--- config.mk ---
export PLATFORM = sky130hd
export DESIGN_NAME = readable_text_classifier_flat
export DESIGN_NICKNAME = d
export VERILOG_FILES = /design/src/sv/rtc_pkg.sv /design/src/sv/rtc_if.sv /design/src/sv/rtc_tally.sv /design/src/sv/readable_text_classifier.sv /design/src/flat_wrapper.sv
export VERILOG_INCLUDE_DIRS = /design/src /design/src/sv
export SDC_FILE = /design/constraint.sdc
export NUM_CORES = 1
export LEC_CHECK = 0
export BUFFER_PORTS_ARGS = -buffer_cell sky130_fd_sc_hd__buf_2
export CORE_ASPECT_RATIO = 0.9
export CORE_MARGIN = 5
export CORE_UTILIZATION = 62
export DETAILED_ROUTE_END_ITERATION = 7
export PLACE_DENSITY = 0.81
export RECOVER_POWER = 100
export SLEW_MARGIN = 20
export SYNTH_ARGS = -nofsm -noshare
export SYNTH_HDL_FRONTEND = slang
export SYNTH_SLANG_ARGS = --single-unit
--- constraint.sdc ---
create_clock -name clk -period 7.4 [get_ports clk]
set_input_delay 1.11 -clock clk [delete_from_list [all_inputs] [get_ports clk]]
set_output_delay 1.11 -clock clk [all_outputs]
set_load 0.1 [all_outputs]
--- src/sv/readable_text_classifier_defines.svh ---
// ----------------------------------------------------------------------------
// readable_text_classifier_defines
// assertion macros used by rtc_tally
// ----------------------------------------------------------------------------
`ifndef READABLE_TEXT_CLASSIFIER_DEFINES_SVH
`define READABLE_TEXT_CLASSIFIER_DEFINES_SVH

// same-cycle implication, sampled on clk, off during rst
`define RTC_ASSERT_IMP(name, ante, cons, msg) \
  name: assert property (@(posedge clk) disable iff (rst) (ante) |-> (cons)) \
    else $error(msg);

// next-cycle implication, sampled on clk, off during rst
`define RTC_ASSERT_NXT(name, ante, cons, msg) \
  name: assert property (@(posedge clk) disable iff (rst) (ante) |=> (cons)) \
    else $error(msg);

`endif

--- src/sv/rtc_pkg.sv ---
// ----------------------------------------------------------------------------
// rtc_pkg
// types, register map and verdict codes of the readable text classifier
// ----------------------------------------------------------------------------
package rtc_pkg;

  localparam int COUNT_WIDTH = 16;
  localparam int PROD_WIDTH  = COUNT_WIDTH + 4;
  localparam int ADDR_WIDTH  = 4;
  localparam int DATA_WIDTH  = 32;

  typedef logic [COUNT_WIDTH-1:0] cnt_t;
  typedef logic [PROD_WIDTH-1:0]  prod_t;
  typedef logic [3:0]             tenths_t;
  typedef logic [7:0]             run_t;
  typedef logic [2:0]             code_t;
  typedef logic [1:0]             reg_idx_t;

  localparam cnt_t CNT_MAX = {COUNT_WIDTH{1'b1}};
  localparam run_t RUN_MAX = 8'hFF;

  localparam code_t CODE_READABLE = 3'd0;
  localparam code_t CODE_EMPTY    = 3'd1;
  localparam code_t CODE_CONTROL  = 3'd2;
  localparam code_t CODE_RATIO    = 3'd3;
  localparam code_t CODE_OVERFLOW = 3'd4;

  localparam reg_idx_t REG_MIN_PRINTABLE = 2'd0;
  localparam reg_idx_t REG_MIN_ALPHA     = 2'd1;
  localparam reg_idx_t REG_MAX_DIGIT     = 2'd2;
  localparam reg_idx_t REG_MAX_RUN       = 2'd3;

  localparam tenths_t RST_MIN_PRINTABLE = 4'd9;
  localparam tenths_t RST_MIN_ALPHA     = 4'd1;
  localparam tenths_t RST_MAX_DIGIT     = 4'd5;
  localparam run_t    RST_MAX_RUN       = 8'd2;

  typedef struct packed {
    tenths_t min_printable_tenths;
    tenths_t min_alpha_tenths;
    tenths_t max_digit_tenths;
    run_t    max_control_run;
  } cfg_t;

  typedef struct packed {
    logic  readable;
    code_t verdict_code;
  } verdict_t;

endpackage

--- src/sv/rtc_if.sv ---
// ----------------------------------------------------------------------------
// rtc_if
// valid/ready channels for string bytes and verdicts
// ----------------------------------------------------------------------------
interface rtc_char_if;
  logic       valid;
  logic       ready;
  logic [7:0] char_byte;

  modport source (output valid, output char_byte, input ready);
  modport sink   (input valid, input char_byte, output ready);
endinterface

interface rtc_verdict_if;
  import rtc_pkg::*;
  logic  valid;
  logic  ready;
  logic  readable;
  code_t verdict_code;

  modport source (output valid, output readable, output verdict_code, input ready);
  modport sink   (input valid, input readable, input verdict_code, output ready);
endinterface

--- src/sv/rtc_tally.sv ---
// ----------------------------------------------------------------------------
// rtc_tally
// per-string counters and end-of-string judgement
// ----------------------------------------------------------------------------
`include "readable_text_classifier_defines.svh"

module rtc_tally (
  input  logic              clk,
  input  logic              rst,
  input  logic              step,
  input  logic [7:0]        char_byte,
  input  rtc_pkg::cfg_t     cfg,
  output rtc_pkg::verdict_t verdict
);
  import rtc_pkg::*;

  cnt_t length_count, length_count_next;
  cnt_t print_count, print_count_next;
  cnt_t letter_count, letter_count_next;
  cnt_t numeral_count, numeral_count_next;
  logic space_seen, space_seen_next;
  run_t control_run, control_run_next;
  logic run_rejected, run_rejected_next;
  logic length_overflow, length_overflow_next;

  logic  is_end, is_high, is_print, is_alpha, is_digit, is_space;
  run_t  run_inc;
  prod_t printable_x10, alpha_x10, digit_x10;
  prod_t printable_lim, alpha_lim, digit_lim;
  logic  shares_ok;

  assign is_end   = (char_byte == 8'h00);
  assign is_high  = char_byte[7];
  assign is_print = (char_byte >= 8'h20) && (char_byte <= 8'h7E);
  assign is_alpha = ((char_byte >= 8'h41) && (char_byte <= 8'h5A)) ||
                    ((char_byte >= 8'h61) && (char_byte <= 8'h7A));
  assign is_digit = (char_byte >= 8'h30) && (char_byte <= 8'h39);
  assign is_space = (char_byte == 8'h20);
  assign run_inc  = (control_run == RUN_MAX) ? control_run : control_run + 8'd1;

  always_comb begin
    length_count_next    = length_count;
    print_count_next     = print_count;
    letter_count_next    = letter_count;
    numeral_count_next   = numeral_count;
    space_seen_next      = space_seen;
    control_run_next     = control_run;
    run_rejected_next    = run_rejected;
    length_overflow_next = length_overflow;
    if (step) begin
      if (is_end) begin
        length_count_next    = '0;
        print_count_next     = '0;
        letter_count_next    = '0;
        numeral_count_next   = '0;
        space_seen_next      = 1'b0;
        control_run_next     = '0;
        run_rejected_next    = 1'b0;
        length_overflow_next = 1'b0;
      end else if (length_count == CNT_MAX) begin
        length_overflow_next = 1'b1;
      end else begin
        length_count_next = length_count + cnt_t'(1);
        if (!is_high) begin
          if (is_print) begin
            print_count_next = print_count + cnt_t'(1);
            control_run_next = '0;
            if (is_alpha) begin
              letter_count_next = letter_count + cnt_t'(1);
            end else if (is_digit) begin
              numeral_count_next = numeral_count + cnt_t'(1);
            end else if (is_space) begin
              space_seen_next = 1'b1;
            end
          end else begin
            control_run_next = run_inc;
            if (run_inc > cfg.max_control_run) begin
              run_rejected_next = 1'b1;
            end
          end
        end
      end
    end
  end

  always_ff @(posedge clk) begin
    if (rst) begin
      length_count    <= '0;
      print_count     <= '0;
      letter_count    <= '0;
      numeral_count   <= '0;
      space_seen      <= 1'b0;
      control_run     <= '0;
      run_rejected    <= 1'b0;
      length_overflow <= 1'b0;
    end else begin
      length_count    <= length_count_next;
      print_count     <= print_count_next;
      letter_count    <= letter_count_next;
      numeral_count   <= numeral_count_next;
      space_seen      <= space_seen_next;
      control_run     <= control_run_next;
      run_rejected    <= run_rejected_next;
      length_overflow <= length_overflow_next;
    end
  end

  // share tests as count*10 against tenths*length
  assign printable_x10 = (prod_t'(print_count) << 3) + (prod_t'(print_count) << 1);
  assign alpha_x10     = (prod_t'(letter_count) << 3) + (prod_t'(letter_count) << 1);
  assign digit_x10     = (prod_t'(numeral_count) << 3) + (prod_t'(numeral_count) << 1);
  assign printable_lim = prod_t'(cfg.min_printable_tenths) * prod_t'(length_count);
  assign alpha_lim     = prod_t'(cfg.min_alpha_tenths) * prod_t'(length_count);
  assign digit_lim     = prod_t'(cfg.max_digit_tenths) * prod_t'(length_count);

  assign shares_ok = (printable_x10 > printable_lim) && (alpha_x10 > alpha_lim) &&
                     (digit_x10 < digit_lim) && space_seen;

  always_comb begin
    priority if (length_count == '0) begin
      verdict.verdict_code = CODE_EMPTY;
    end else if (run_rejected) begin
      verdict.verdict_code = CODE_CONTROL;
    end else if (length_overflow) begin
      verdict.verdict_code = CODE_OVERFLOW;
    end else if (shares_ok) begin
      verdict.verdict_code = CODE_READABLE;
    end else begin
      verdict.verdict_code = CODE_RATIO;
    end
    verdict.readable = (verdict.verdict_code == CODE_READABLE);
  end

  `RTC_ASSERT_NXT(a_clear_after_end, step && is_end,
                  (length_count == '0) && !run_rejected && !length_overflow && !space_seen,
                  "counters not cleared after string end")
  `RTC_ASSERT_IMP(a_overflow_at_max, length_overflow, length_count == CNT_MAX,
                  "overflow flag without full length count")
  `RTC_ASSERT_IMP(a_printable_le_length, 1'b1, print_count <= length_count,
                  "printable count exceeds length")
  `RTC_ASSERT_IMP(a_classes_le_printable, 1'b1,
                  ({1'b0, letter_count} + {1'b0, numeral_count}) <= {1'b0, print_count},
                  "alpha plus digit count exceeds printable count")

endmodule

--- src/sv/readable_text_classifier.sv ---
// ----------------------------------------------------------------------------
// readable_text_classifier
// byte-stream readability classifier with apb register port
// ----------------------------------------------------------------------------
// Takes one string byte per transaction on chars; a zero byte ends the string
// and produces one verdict transaction on verdicts (readable flag and code:
// 0 readable, 1 empty, 2 control run, 3 share or space fail, 4 overflow).
// Throughput is one byte per clock while the input side does not stall: each
// byte lands in an input register and then updates the counters, while the
// verdict of a zero byte is loaded into an output register when that byte
// leaves the input register, and is offered on verdicts from there.
// The input side stalls only when a verdict is ready to be written and the
// previous one is still waiting. Registers at byte addresses 0, 4, 8, 12:
// min_printable_tenths (reset 9), min_alpha_tenths (1), max_digit_tenths (5),
// max_control_run (2); write them only while no string is in flight.
// ----------------------------------------------------------------------------
module readable_text_classifier (
  input  logic                           clk,
  input  logic                           rst,
  rtc_char_if.sink                       chars,
  rtc_verdict_if.source                  verdicts,
  input  logic                           psel,
  input  logic                           penable,
  input  logic                           pwrite,
  input  logic [rtc_pkg::ADDR_WIDTH-1:0] paddr,
  input  logic [rtc_pkg::DATA_WIDTH-1:0] pwdata,
  output logic [rtc_pkg::DATA_WIDTH-1:0] prdata,
  output logic                           pready
);
  import rtc_pkg::*;

  cfg_t       cfg;
  reg_idx_t   reg_idx;
  logic       cfg_write;

  logic       in_full;
  logic [7:0] in_byte;
  logic       advance;
  logic       out_valid;
  verdict_t   out_data;
  verdict_t   verdict;

  // register port
  assign pready    = 1'b1;
  assign reg_idx   = paddr[3:2];
  assign cfg_write = psel && penable && pwrite && pready;

  always_ff @(posedge clk) begin
    if (rst) begin
      cfg.min_printable_tenths <= RST_MIN_PRINTABLE;
      cfg.min_alpha_tenths     <= RST_MIN_ALPHA;
      cfg.max_digit_tenths     <= RST_MAX_DIGIT;
      cfg.max_control_run      <= RST_MAX_RUN;
    end else if (cfg_write) begin
      unique case (reg_idx)
        REG_MIN_PRINTABLE: cfg.min_printable_tenths <= pwdata[3:0];
        REG_MIN_ALPHA:     cfg.min_alpha_tenths     <= pwdata[3:0];
        REG_MAX_DIGIT:     cfg.max_digit_tenths     <= pwdata[3:0];
        REG_MAX_RUN:       cfg.max_control_run      <= pwdata[7:0];
        default: ;
      endcase
    end
  end

  always_comb begin
    unique case (reg_idx)
      REG_MIN_PRINTABLE: prdata = DATA_WIDTH'(cfg.min_printable_tenths);
      REG_MIN_ALPHA:     prdata = DATA_WIDTH'(cfg.min_alpha_tenths);
      REG_MAX_DIGIT:     prdata = DATA_WIDTH'(cfg.max_digit_tenths);
      REG_MAX_RUN:       prdata = DATA_WIDTH'(cfg.max_control_run);
      default:           prdata = '0;
    endcase
  end

  // input register
  assign advance     = in_full && ((in_byte != 8'h00) || !out_valid || verdicts.ready);
  assign chars.ready = !in_full || advance;

  always_ff @(posedge clk) begin
    if (rst) begin
      in_full <= 1'b0;
    end else if (chars.ready) begin
      in_full <= chars.valid;
    end
  end

  always_ff @(posedge clk) begin
    if (chars.valid && chars.ready) begin
      in_byte <= chars.char_byte;
    end
  end

  rtc_tally u_tally (
    .clk       (clk),
    .rst       (rst),
    .step      (advance),
    .char_byte (in_byte),
    .cfg       (cfg),
    .verdict   (verdict)
  );

  // output register
  always_ff @(posedge clk) begin
    if (rst) begin
      out_valid <= 1'b0;
    end else if (advance && (in_byte == 8'h00)) begin
      out_valid <= 1'b1;
    end else if (verdicts.ready) begin
      out_valid <= 1'b0;
    end
  end

  always_ff @(posedge clk) begin
    if (advance && (in_byte == 8'h00)) begin
      out_data <= verdict;
    end
  end

  assign verdicts.valid        = out_valid;
  assign verdicts.readable     = out_data.readable;
  assign verdicts.verdict_code = out_data.verdict_code;

endmodule

--- src/flat_wrapper.sv ---
// flat-port wrapper written by rule: the top's interface ports become plain ports
module readable_text_classifier_flat import rtc_pkg::*;
  (clk, rst, psel, penable, pwrite, paddr, pwdata, prdata, pready, chars_valid, chars_char_byte, chars_ready, verdicts_valid, verdicts_readable, verdicts_verdict_code, verdicts_ready);
  rtc_char_if chars_i ();
  rtc_verdict_if verdicts_i ();
  input  logic clk;
  input  logic rst;
  input  logic psel;
  input  logic penable;
  input  logic pwrite;
  input  logic [rtc_pkg::ADDR_WIDTH-1:0] paddr;
  input  logic [rtc_pkg::DATA_WIDTH-1:0] pwdata;
  output logic [rtc_pkg::DATA_WIDTH-1:0] prdata;
  output logic pready;
  input wire logic [$bits(chars_i.valid)-1:0] chars_valid;
  input wire logic [$bits(chars_i.char_byte)-1:0] chars_char_byte;
  output wire logic [$bits(chars_i.ready)-1:0] chars_ready;
  output wire logic [$bits(verdicts_i.valid)-1:0] verdicts_valid;
  output wire logic [$bits(verdicts_i.readable)-1:0] verdicts_readable;
  output wire logic [$bits(verdicts_i.verdict_code)-1:0] verdicts_verdict_code;
  input wire logic [$bits(verdicts_i.ready)-1:0] verdicts_ready;
  assign chars_i.valid = chars_valid;
  assign chars_i.char_byte = chars_char_byte;
  assign chars_ready = chars_i.ready;
  assign verdicts_valid = verdicts_i.valid;
  assign verdicts_readable = verdicts_i.readable;
  assign verdicts_verdict_code = verdicts_i.verdict_code;
  assign verdicts_i.ready = verdicts_ready;
  readable_text_classifier u_core (.clk(clk), .rst(rst), .chars(chars_i), .verdicts(verdicts_i), .psel(psel), .penable(penable), .pwrite(pwrite), .paddr(paddr), .pwdata(pwdata), .prdata(prdata), .pready(pready));
endmodule
==> results_dict.tcl <==
set metrics [dict create \
    outcome "finished, violations left" \
    violations "capacitance limit, slew limit" \
    dieArea_sq_um 26490 \
    fin_area_sq_um 14970 \
    max_freq_ghz 0.1497 \
    min_period_ps 6681 \
    die_h_um 154.9 \
    setup_tns_ps 0 \
    hp-class "flop to flop" \
    gp_congestion 0.8739 \
    worst_slack_ps 719.3 \
    fin_crit_sh 0.9028 \
    setup_viol_count_final 0 \
    setup.worst_path.class "flop to flop" \
    grt_use_met3 0.03100 \
    netlist_area_sq_um 14470 \
    rr_endpoint "u_core.verdicts.verdict_code[1]$_DFFE_PP_" \
    top_level_ports 90 \
    relSlewSlack -0.4746 \
    nNetsFinal 2123 \
    grt_max_degree 46 \
    use_met1 0.3177 \
    critPathArrivalTime_ps 6790 \
    overflow 0 \
    ys.flop_type "dfxtp_1" \
    initial_core_util 0.6251 \
    dp_slack_ps 879.8 \
    cap_violations 1 \
    dp_hpwl_mm 25.03 \
    globalRouteMet2Util 0.4234 \
    grt_pass1_wl_mm 54.88 \
    rsz0062_at_grt "no" \
    postCtsHoldBufs 0 \
    worstSetupEndpointType "flop" \
    hold_violations 0 \
    seq_area_frac_synth 0.1591 \
    clockBufferDepth 2 \
    syn_inst 1811 \
    grt.busiest_layer "met2" \
    layout-drive-gt1-share 0.04155 \
    clock_latency_ps 380 \
    portBuffers 38 \
    ir_drop_uv 103.5 \
    num_vias 12293 \
    worstPathCellList "clkbuf_1 > nand2_1 > fa_1 > fa_1 > inv_1 > ha_1 > a211oi_1 > o211ai_1 > a31oi_1 > o21ai_0 > a31o_2 > a21oi_1 > xor2_1 > ha_1 > nand4_1 > nor3b_1 > o311ai_0 > o211ai_1 > a31oi_1 > o41ai_1 > a21boi_0" \
    holdWs_ps 507.3 \
    cts_tree "yes" \
    dpl-instance-area_sq_um 14720 \
    grt_usage 0.2431 \
    worstReg2RegStart "u_core.u_tally.length_count[0]$_SDFFE_PP0P_" \
    ant_nets 0 \
    max_stage_delay_ps 620 \
    insertedDiodeCount 0 \
    drt_iter0_drc 697 \
    whs_endpoint "u_core.cfg[5]$_SDFFE_PP0P_" \
    crit_fanout 16 \
    r2r_slack_ps 720 \
    hold_depth 2 \
    synth.avg_cell_area_sq_um 7.988 \
    critPathSlowestCell "clkbuf_1" \
    routed_wl_mm 31.81 \
    syn2layout_area_growth_pct 3.503 \
    root_buffer "clkbuf_16" \
    antenna_found_initial 0 \
    synth_edf_count 12 \
    avgViaCountPerCell 5.834 \
    grt_pass1_vias 11977 \
    fp.coreArea_sq_um 23140 \
    worst_pin_slew_ps 2212 \
    yosys_warnings 0 \
    die_w_um 171.0 \
    cp.required_ps 7510 \
    fin_worst_skew_ps 15.92 \
    cp-start-kind "flop" \
    path_clk_slew_ps 90 \
    min_from "u_core.cfg[5]$_SDFFE_PP0P_" \
    ys_ff_latch 109 \
    power_leakage_uw 0.006994 \
    post_cts_resized 0 \
    ys_types 75 \
    h-tree-depth 3 \
    reg2regPathDepth 21 \
    avgRoutedWirePerCell_um 15.10 \
    num_rows 53 \
    async_flop_share 0 \
    post-cts-setup-buffers 0 \
    drc 0 \
    clkSinkCount 109 \
    drv_slew 46 \
    numCtsBuffers 9 \
    first_pass_iters 7 \
    cellPowerDensity_nw_per_um2 86.22 \
]
## registers in the layout, indices dropped and copies added, names as in the netlist
register / flops
u_core.u_tally.control_run: 8
u_core.u_tally.length_count: 16
u_core.cfg: 20
u_core.u_tally.print_count: 16
u_core.verdicts.readable: 1
u_core.u_tally.length_overflow: 1
u_core.u_tally.run_rejected: 1
u_core.u_tally.letter_count: 16
u_core.verdicts.verdict_code: 3
u_core.in_full: 1
u_core.verdicts.valid: 1
u_core.in_byte: 8
u_core.u_tally.numeral_count: 16
u_core.u_tally.space_seen: 1
## metrics by stage
stage,util,instances,power [uW]
after floorplan,-,1834,762.9
after global placement,0.6360,2091,785.5
after detailed placement,0.6360,2091,788.4
after CTS,0.6494,2107,1301
after global routing,0.6470,2107,1339
final,0.6470,2107,1291
## layout make-up
type / instances / area (sq um)
Inverter: 204 / 765.7
Multi-Input combinational cell: 1431 / 11010
Timing Repair Buffer: 45 / 209.0
Fill cell: 1989 / 8170
Clock buffer: 9 / 225.2
Clock inverter: 7 / 83.83
Sequential cell: 109 / 2302
Tap cell: 302 / 377.9
## cells in the mapped netlist (43+ instances only)
| cell | instances | area [sq um] |
|---|---|---|
| a21oi_1 | 92 | 460.4 |
| and2_1 | 124 | 775.7 |
| clkbuf_1 | 54 | 202.7 |
| dfxtp_1 | 97 | 1942 |
| fa_1 | 87 | 1742 |
| ha_1 | 185 | 2315 |
| inv_1 | 204 | 765.7 |
| nand2_1 | 141 | 529.3 |
| nand3_1 | 65 | 325.3 |
| nor2_1 | 153 | 574.3 |
| o21ai_0 | 43 | 215.2 |
| xnor2_1 | 73 | 639.4 |
| xor2_1 | 57 | 499.2 |
## worst max path at each step
stage,slack (ps),endpoint,start,depth (start not counted)
6_report,720,u_core.verdicts.verdict_code[1]$_DFFE_PP_,u_core.u_tally.length_count[0]$_SDFFE_PP0P_,21
5_1_grt,170,u_core.verdicts.verdict_code[0]$_DFFE_PP_,u_core.cfg[15]$_SDFFE_PP0P_,20
4_1_cts,840,u_core.verdicts.verdict_code[1]$_DFFE_PP_,u_core.cfg[15]$_SDFFE_PP0P_,20
3_5_place_dp,880,u_core.verdicts.verdict_code[1]$_DFFE_PP_,u_core.cfg[14]$_SDFFE_PP0P_,20
3_3_place_gp,980,u_core.verdicts.verdict_code[1]$_DFFE_PP_,u_core.cfg[15]$_SDFFE_PP0P_,20
2_1_floorplan,1800,u_core.verdicts.verdict_code[1]$_DFFE_PP_,u_core.u_tally.length_count[0]$_SDFFE_PP0P_,21
## critical path: cells and delay by family (launching register included)
family,cells,cell delay (ps)
AO/OA/AOI/OAI,11,2750
adder cells (fa/ha/maj),4,1710
XOR/XNOR,1,90
buffers and inverters,2,690
flip-flops,1,350
AND/OR/NAND/NOR,3,820
## placed cells by master (no fill, tap or decap), types with 36 or more instances in the layout
cell,n
a21o_1,36
a21oi_1,93
and2_1,123
dfxtp_1,97
fa_1,87
ha_1,185
inv_1,204
nand2_1,141
nand3_1,65
nor2_1,153
nor3_1,38
o21ai_0,43
xnor2_1,73
xor2_1,57
## metal layers
layer,share of wire,routed length (um)
met4,0.017,539
met5,0,0
met1,0.44,14000
met3,0.051,1629
met2,0.49,15650
## power by group
group	internal, uW	leakage [uW]	switching (uW)	total [uW]
clock network	245	0.000151	273	518
registers	604	0.000900	12.6	616
logic	32.1	0.00594	125	157
total	881	0.00699	410	1290
## logic make-up after synthesis
kind of cell,synth area share
fa+ha+maj,0.2804
simple gates,0.2446
compound gates,0.1336
other cells,0.0005191
flops,0.1591
xor+xnor,0.07871
buf+inv,0.08485
mux,0.01816
Note: power is estimated with default switching activity, not from simulation.
